### src/hdl/rgbc_pkg.sv
`timescale 1ns / 1ps
// Shared types and constants of the 5x5 RGB convolution filter.
// No dependencies.
package rgbc_pkg;

  localparam int KS         = 5;
  localparam int SLOT       = 12;
  localparam int KROW_W     = 60;
  localparam int DIV_W      = 12;
  localparam int OFF_W      = 13;
  localparam int LW_W       = 12;
  localparam int CH_W       = 8;
  localparam int PIX_W      = 24;
  localparam int ACC_W      = 26;
  localparam int MAG_W      = ACC_W - 1;
  localparam int ADDR_W     = 3;
  localparam int TAP_W      = 3;
  localparam int NCH        = 3;
  localparam int MAX_WIDTH_DEF = 2048;
  localparam int COEF_BITS_DEF = 12;

  localparam logic [KROW_W-1:0] KROW2_RST = KROW_W'(4096);
  localparam logic [LW_W-1:0]   LW_RST    = LW_W'(640);

  typedef enum logic [ADDR_W-1:0] {
    REG_KROW0   = 3'd0,
    REG_KROW1   = 3'd1,
    REG_KROW2   = 3'd2,
    REG_KROW3   = 3'd3,
    REG_KROW4   = 3'd4,
    REG_DIVISOR = 3'd5,
    REG_OFFSET  = 3'd6,
    REG_LWIDTH  = 3'd7
  } reg_idx_t;

  typedef struct packed {
    logic             accept;
    logic             commit;
    logic             mac_en;
    logic [TAP_W-1:0] tap_row;
    logic [TAP_W-1:0] tap_col;
    logic             div_start;
    logic             out_load;
  } ctl_cmd_t;

  typedef struct packed {
    logic emit;
    logic div_done;
    logic out_busy;
  } dp_sts_t;

endpackage

### src/hdl/rgbc_ctrl.sv
`timescale 1ns / 1ps
// Sequencing state machine: accept, line read and, for interior pixels, 25 tap steps, divide, output.
// Depends on rgbc_pkg.
module rgbc_ctrl (
  input  logic                clk,
  input  logic                rst_n,
  input  logic                in_valid,
  output logic                in_ready,
  input  rgbc_pkg::dp_sts_t   sts,
  output rgbc_pkg::ctl_cmd_t  cmd
);
  import rgbc_pkg::*;

  typedef enum logic [2:0] {
    S_IDLE, S_READ, S_MAC, S_DIVGO, S_DIV, S_OUT
  } state_t;

  state_t           state_r;
  logic [TAP_W-1:0] row_r, col_r;

  always_ff @(posedge clk) begin
    if (!rst_n) begin
      state_r <= S_IDLE;
      row_r   <= '0;
      col_r   <= '0;
    end else begin
      unique case (state_r)
        S_IDLE: begin
          if (in_valid) state_r <= S_READ;
        end
        S_READ: begin
          row_r   <= '0;
          col_r   <= '0;
          state_r <= sts.emit ? S_MAC : S_IDLE;
        end
        S_MAC: begin
          if (col_r == TAP_W'(KS - 1)) begin
            col_r <= '0;
            if (row_r == TAP_W'(KS - 1)) begin
              state_r <= S_DIVGO;
            end else begin
              row_r <= row_r + TAP_W'(1);
            end
          end else begin
            col_r <= col_r + TAP_W'(1);
          end
        end
        S_DIVGO: state_r <= S_DIV;
        S_DIV: begin
          if (sts.div_done) state_r <= S_OUT;
        end
        S_OUT: begin
          if (!sts.out_busy) state_r <= S_IDLE;
        end
        default: state_r <= S_IDLE;
      endcase
    end
  end

  assign in_ready      = (state_r == S_IDLE);
  assign cmd.accept    = in_ready && in_valid;
  assign cmd.commit    = (state_r == S_READ);
  assign cmd.mac_en    = (state_r == S_MAC);
  assign cmd.tap_row   = row_r;
  assign cmd.tap_col   = col_r;
  assign cmd.div_start = (state_r == S_DIVGO);
  assign cmd.out_load  = (state_r == S_OUT) && !sts.out_busy;

endmodule

### config.mk
export PLATFORM = sky130hd
export DESIGN_NAME = rgbc_ctrl
export DESIGN_NICKNAME = d
export VERILOG_FILES = /design/src/hdl/rgbc_pkg.sv /design/src/hdl/rgbc_ctrl.sv
export SDC_FILE = /design/constraint.sdc
export NUM_CORES = 1
export LEC_CHECK = 0
export BUFFER_PORTS_ARGS = -buffer_cell sky130_fd_sc_hd__buf_2
export CAP_MARGIN = 20
export CORE_MARGIN = 2
export CORE_UTILIZATION = 40
export DETAILED_ROUTE_END_ITERATION = 7
export SYNTH_ARGS = -nofsm -noshare
export SYNTH_HDL_FRONTEND = slang
export SYNTH_SLANG_ARGS = --single-unit
export TNS_END_PERCENT = 5
### constraint.sdc
create_clock -name clk -period 2.29 [get_ports clk]
set_clock_uncertainty 0.2 [all_clocks]
set_input_delay 0.229 -clock clk [delete_from_list [all_inputs] [get_ports clk]]
set_output_delay 0.229 -clock clk [all_outputs]
set_load 0.1 [all_outputs]
Word-level counts from Yosys, hierarchy flattened --
Index checks and enable logic that the tools add are counted.
Storage, ports and cells: register bits after elaboration 9, latch bits 0, logic and storage cells 37, memory bits (read-only) 0, bits in writable memories 0, memories kept 0, bits of input ports 6, output and inout port bits 12
Cells by class: bitwise operators 0, equality and inequality tests 13, divide/modulo/power cells 0, shift-type cells 0, multiply operators 0, muxes and demuxes 12, magnitude comparators 0, reductions and logical operators 7, add/sub/neg operators 2
Operators with widths (count):
- 3-bit 2-to-1 mux | 8
- 3-bit one-hot mux with 6 select lines | 1
- 3-bit equality test (second input constant) | 4
- 3-bit one-hot mux with 2 select lines | 2
- 2-bit != test (second input constant) | 4
- 3-bit by 1-bit adder with 3-bit output (second input constant) | 2
- 3-bit by 2-bit equality test with 1-bit output (second input constant) | 2
- 5-bit AND reduction | 1
- 2-bit by 1-bit != test with 1-bit output (second input constant) | 2
- 3-bit by 1-bit equality test with 1-bit output (second input constant) | 1
- 3-bit zero test | 1
- 3-bit AND reduction | 1
- 1-bit logical AND | 2
- 2-bit 2-to-1 mux | 1
- 2-bit nonzero test | 1
- 1-bit zero test | 1

Longest topological paths before layout --
Gate-level depths: netlist (run 1).
depth in word-level cells 4, gate-level depth with buffers 7, depth with buffers taken out 6

Least setup slack after synthesis (run 1) --
OpenSTA, ideal clock, no wires.
path type register to output, from register state_r[2], to output port cmd[10] (netlist bit), arrival 3.673 ns, cell stages (with the launch flop) 3, slack -1.812 ns, path buffers 1, cells stage by stage dfxtp_1 -> buf_2 -> nor4b_1
RTL lines:
- start: declaration | RTL line rgbc_ctrl.sv:18 | state_t state_r;
- start signal: assignment | RTL line rgbc_ctrl.sv:34 | state_r <= sts.emit ? S_MAC : S_IDLE;
- end: declaration | RTL line rgbc_ctrl.sv:10 | output rgbc_pkg::ctl_cmd_t cmd

==> flow_summary_export.csv, run 1 <==
group,metric,value,unit
outcome,outcome,"complete, no violations",
floorplan,initial_utilization,0.413,
setup_path,end_kind,"primary output",
pwr,swShare,0.359,
sta,tightestPinTransition,0.540,ns
route,finalWirelength,1240,um
global_routing,grt_remaining_overflow,0,
global_routing,global_route.usage.total,0.146,
setup_path,worstReg2RegStart,"state_r[0]",
synthesis,proportion_of_synthesized_chip_area_in_sequential_cells,0.296,
pwr,netSwitchingPower,141,uW
synthesis,synthesis.yosys.warnings,0,
global_routing,grt_busiest_layer,"met1",
global_routing,met1_capacity_usage_during_global_routing,0.199,
clock_tree,postCtsResizedCells,0,
finish,drive_gt1_frac,0.280,
route,drt.antenna.violating_nets,0,
setup_path,critPathKind,"register to primary output",
setup_path,timing.critical_path.fanout_max,13,
synthesis,yosys.area_share.xor_xnor,0,
floorplan,die-width,43.0,um
sta,post-route-worst-setup-slack,0.178,ns
sta,setup_repair_after_global_routing_missed_its_margin,"no",
synthesis,postSynthRegisterBits,9,
floorplan,design.die.area,1850,um^2
place,gp_congestion,0.762,
clock_tree,clk_pin_slew,0.07,ns
global_routing,global_route.usage.met3,0.0553,
clock_tree,tritoncts.num_buffers,3,
finish,synthToLayoutAreaGrowth,18.7,%
setup_path,cp_cell_sequence,"nor3b_2 > buf_2",
setup_path,worst_path_max_delay_cell,"dfxtp_1",
pwr,internal-power,251,uW
finish,final_nets,104,
synthesis,synth_top_family_by_area,"simple AND/OR/NAND/NOR gates",
synthesis,netlist_area,608,um^2
synthesis,netlist.area_leader.share,0.296,
pwr,cellLeakagePower,0.324,nW
job,timing.max_cap.violations,0,
clock_tree,cts_sinks,9,
place,dp_hpwl,891,um
synthesis,synth.mux.area_fraction,0.0247,
synthesis,count_of_cell_types_in_the_netlist,31,
global_routing,largest_net_degree_at_the_start_of_global_routing,17,
setup_path,timing.critical_path.required,1.86,ns
synthesis,synthesis.nets,87,
floorplan,num_rows,14,
pwr,power_density,543,nW/um^2
sta,period_share,0.922,
pwr,power.share.clock,0.317,
clock_tree,insertion_delay,0.26,ns
pwr,worst_ir_drop_vdd,0.000290,V
route,detailroute.via_count,570,
synthesis,synth.top_cells.by_area,"dfxtp_1, ha_1, nand2_1, a21oi_1, o22ai_1",
sta,worst_hold_slack,0.0371,ns
hold_path,hold_depth,3,
floorplan,design.portCount,18,
sta,totalNegativeSetupSlack,0,ns
setup_path,timing.reg2reg.worst_path_depth,4,
clock_tree,ctsRootBufferMaster,"clkbuf_4",
route,routed_via_density,5.23,
hold_path,hold_path_class,"input pin to register",
global_routing,grt_pass1_vias,456,
clock_tree,cts.path.max_buffers,2,
sta,finalMaxSlewViolations,0,
route,first_pass_iters,3,
clock_tree,ctsHoldBuffers,0,
pwr,combPwrFrac,0.250,
floorplan,coreArea,1470,um^2
sta,setup_viol_count_final,0,
sta,max_fclk,474,MHz
synthesis,syn-mean-instance-area,7.90,um^2
clock_tree,tritoncts,"yes",
place,placement.setup.worst_slack,0.469,ns
setup_path,critPathArrivalTime,1.68,ns
route,detailedRoute.firstIterationViolations,5,
sta,final_hold_viol_count,0,
hold_path,hold_start,"sts[2]",
sta,finalWorstPathRequiredPeriod,2.11,ns
global_routing,antenna_violations_before_repair,0,
global_routing,grt_first_pass_wirelength,2010,um
clock_tree,cts.repair_timing.setup_buffer_count,0,
synthesis,synth_compound_area_frac,0.208,
pwr,final_power,392,uW
synthesis,post-synth-top-area-cell,"dfxtp_1",
route,drc_errors,0,
route,route.detailed.wl_per_inst,11.4,um
clock_tree,cts-htree-levels,1,
synthesis,synthAdderAreaFrac,0.0823,
sta,slew_headroom,0.640,
pwr,seqPwrFrac,0.432,
place,io_buffer_count,17,
finish,finalCoreUtilization,0.491,
hold_path,worst_hold_path.endpoint,"state_r[1]",
setup_path,rrSetupSlack,0.61,ns
setup_path,critPathMaxStageDelay,0.55,ns
setup_path,critical_path.startpoint_type,"register",
setup_path,r2r_end,"row_r[1]",
synthesis,yosys.area_share.simple,0.305,
floorplan,die_h,43.0,um
global_routing,grt_util_met2,0.197,
synthesis,syn_inst,77,
finish,n_antenna_cell,0,
==> power groups by stage <==
| stage | clock (mW) | combinational (mW) | sequential, mW |
|---|---|---|---|
| after floorplan | 0 | 0.0840 | 0.173 |
| after global placement | 0 | 0.0982 | 0.173 |
| after detailed placement | 0 | 0.0981 | 0.173 |
| after CTS | 0.131 | 0.0984 | 0.169 |
| after global routing | 0.138 | 0.103 | 0.171 |
| final | 0.124 | 0.0981 | 0.169 |
==> synth_stat cells (all sizes together) <==
cell     n
nor2     2
nand3    3
o21a     2
or3b     1
inv      6
and3     2
a31oi    1
dfxtp    9
mux2     1
buf      3
nand2   10
nand2b   3
o211a    1
a21boi   1
o22ai    5
a21oi    7
nor3b    2
nor2b    1
clkbuf   2
ha       4
o21ai    1
nor3     3
a22oi    1
and3b    1
and2     2
a31o     1
nor4b    2
==> worst max-delay path by stage <==
stage,start,end
after floorplan,state_r[2],in_ready
after global placement,state_r[1],cmd[8]
after detailed placement,state_r[1],cmd[8]
after CTS,state_r[1],cmd[8]
after global routing,state_r[0],cmd[0]
final,state_r[1],cmd[8]
==> layout make-up <==
type / count / area [um^2]
sequential: 9 / 180
fill: 155 / 749
tap: 16 / 20.0
clock buffer: 4 / 26.3
multi-input combinational: 57 / 388
timing repair buffer: 17 / 85.1
inverter: 6 / 22.5
==> worst max-delay path: cells and delay by family, from the launching register on <==
kind | cells | cell delay, ns
flops | 1 | 0.55
buf+inv | 1 | 0.49
simple gates | 1 | 0.38
==> metrics by stage <==
stage	std cells	instance area, um^2
CTS	109	722
finish	109	722
floorplan	77	619
global route	109	722
detailed placement	105	696
global placement	105	696
==> registers in the layout, summed over array words and instances, names as in the netlist <==
register,flops
state_r,3
col_r,3
row_r,3
==> placed cells by master (no fill, tap or decap), types with 2 or more instances in the layout <==
master / instances
clkbuf_4: 3
and2_1: 2
nor3b_2: 2
nor3_1: 2
nand3_1: 3
nand2b_1: 3
ha_1: 4
nor2_1: 2
dfxtp_1: 9
nand2_1: 10
buf_2: 17
o22ai_1: 5
o21a_1: 2
a21oi_1: 7
and3_1: 2
inv_1: 5
==> layer usage <==
layer / vias to the layer above / wire length (um)
met3: 4 / 78
met4: 0 / 25
met5: - / 0
li1: 301 / -
met2: 15 / 496
met1: 250 / 638
==> kinds of logic (layout without fill, tap and decap cells) <==
| logic type | count (synthesis) | after routing |
|---|---|---|
| adder cells (fa/ha/maj) | 4 | 4 |
| AO/OA/AOI/OAI | 20 | 20 |
| multiplexers | 1 | 1 |
| buffers and inverters | 11 | 27 |
| flip-flops | 9 | 9 |
| AND/OR/NAND/NOR | 32 | 32 |
(Power assumes the default switching activity.)
==> run 2: changes to the inputs <==
Settings changed: CORE_AREA from default to 2 2 39 41, CORE_MARGIN 2 to default, CORE_UTILIZATION 40 to default, DIE_AREA from default to 0 0 41 43, PLACE_DENSITY from default to 0.72.
==> flow_summary_export.csv, run 2 (same netlist as run 1, synthesis figures left out) <==
group,metric,value,unit
outcome,outcome,"complete, no violations",
route,drt.antenna.violating_nets,0,
sta,setup_viol_count_final,0,
floorplan,design.portCount,18,
clock_tree,cts.repair_timing.setup_buffer_count,0,
route,detailroute.via_count,569,
finish,finalCoreUtilization,0.522,
job,timing.max_cap.violations,0,
setup_path,critical_path.startpoint_type,"register",
global_routing,grt_first_pass_wirelength,1910,um
route,met2RoutedLength,549,um
sta,finalWorstPathRequiredPeriod,2.12,ns
setup_path,timing.critical_path.required,1.86,ns
clock_tree,clk_pin_slew,0.07,ns
route,met3WireLength,63,um
finish,final_nets,104,
finish,biggestRegsByFlops,"col_r x3, row_r x3, state_r x3",
place,gp_congestion,0.772,
finish,layoutNonFillerInstCount,109,
floorplan,die_h,43,um
setup_path,critPathArrivalTime,1.70,ns
hold_path,hold_depth,3,
clock_tree,ctsHoldBuffers,0,
setup_path,timing.critical_path.fanout_max,13,
floorplan,coreArea,1380,um^2
floorplan,die-width,41,um
sta,final_hold_viol_count,0,
global_routing,grt_remaining_overflow,0,
finish,commonest_non_fill_non_tap_cell_in_the_layout,"buf_2",
clock_tree,insertion_delay,0.26,ns
clock_tree,tritoncts.num_buffers,3,
setup_path,timing.reg2reg.worst_path_depth,4,
global_routing,antenna_violations_before_repair,0,
finish,synthToLayoutAreaGrowth,18.7,%
route,detailedRoute.firstIterationViolations,9,
sta,tightestPinTransition,0.541,ns
sta,setup_repair_after_global_routing_missed_its_margin,"no",
global_routing,largest_net_degree_at_the_start_of_global_routing,17,
clock_tree,tritoncts,"yes",
hold_path,hold_path_class,"input pin to register",
place,io_buffer_count,17,
setup_path,critPathKind,"register to primary output",
sta,period_share,0.928,
clock_tree,ctsRootBufferMaster,"clkbuf_4",
sta,slew_headroom,0.639,
route,finalWirelength,1280,um
floorplan,design.die.area,1760,um^2
floorplan,initial_utilization,0.439,
route,routed_via_density,5.22,
place,placed_cells_incl_taps,105,
finish,n_antenna_cell,0,
pwr,cellLeakagePower,0.324,nW
route,first_pass_iters,4,
pwr,final_power,392,uW
global_routing,global_route.usage.total,0.157,
clock_tree,cts.path.max_buffers,2,
finish,layout_common_cells,"buf_2, nand2_1, dfxtp_1",
pwr,worst_ir_drop_vdd,0.000268,V
route,highest_metal_layer_with_signal_wires,"met4",
sta,max_fclk,471,MHz
route,route.detailed.wl_per_inst,11.7,um
clock_tree,cts-htree-levels,1,
route,m1WireLength,658,um
pwr,power_density,543,nW/um^2
clock_tree,postCtsResizedCells,0,
place,dp_hpwl,944,um
route,drc_errors,0,
finish,drive_gt1_frac,0.280,
global_routing,grt_pass1_vias,474,
clock_tree,cts_sinks,9,
sta,finalMaxSlewViolations,0,
floorplan,num_rows,14,
setup_path,end_kind,"primary output",
-- run 2: area by class of cell --
| class | count | area [um^2] |
|---|---|---|
| clock buffers | 4 | 26.3 |
| flip-flops and latches | 9 | 180 |
| well taps | 16 | 20.0 |
| multi-input cells | 57 | 388 |
| repair buffers | 17 | 85.1 |
| fillers | 138 | 662 |
| inverters | 6 | 22.5 |
-- run 2: worst max-delay path, cell delays in order, from the launching register on --
cell and delay (ns):
dfxtp_1 0.58, nor3b_2 0.37, buf_2 0.49
-- run 2: report_power, final --
group / internal (mW) / total (mW) / switching [mW]
Sequential: 0.160 / 0.170 / 0.00968
Clock: 0.0672 / 0.125 / 0.0575
Combinational: 0.0241 / 0.0978 / 0.0736
-- run 2: final timing paths --
kind	from	endpoint	slack [ns]
hold / removal	sts[2]	state_r[1]	0.04
setup / recovery	state_r[1]	cmd[8]	0.17
hold reg to reg	row_r[2]	row_r[2]	0.30
setup reg to reg	state_r[0]	row_r[1]	0.64
-- run 2: metrics by stage --
step | hold slack [ns] | setup WS, ns | area, um^2 | TNS (ns)
after global placement | 0.290 | 0.467 | 696 | 0
after global routing | 0.0480 | 0.0696 | 722 | 0
final | 0.0356 | 0.165 | 722 | 0
after floorplan | 0.159 | -0.733 | 619 | -1.56
after detailed placement | 0.296 | 0.471 | 696 | 0
after CTS | 0.0241 | 0.177 | 722 | 0
-- run 2: routing by layer --
layer	up-vias	GRT usage
li1	301	-
met1	253	0.220
met2	13	0.209
met3	2	0.0314
met4	0	0.100
met5	-	0
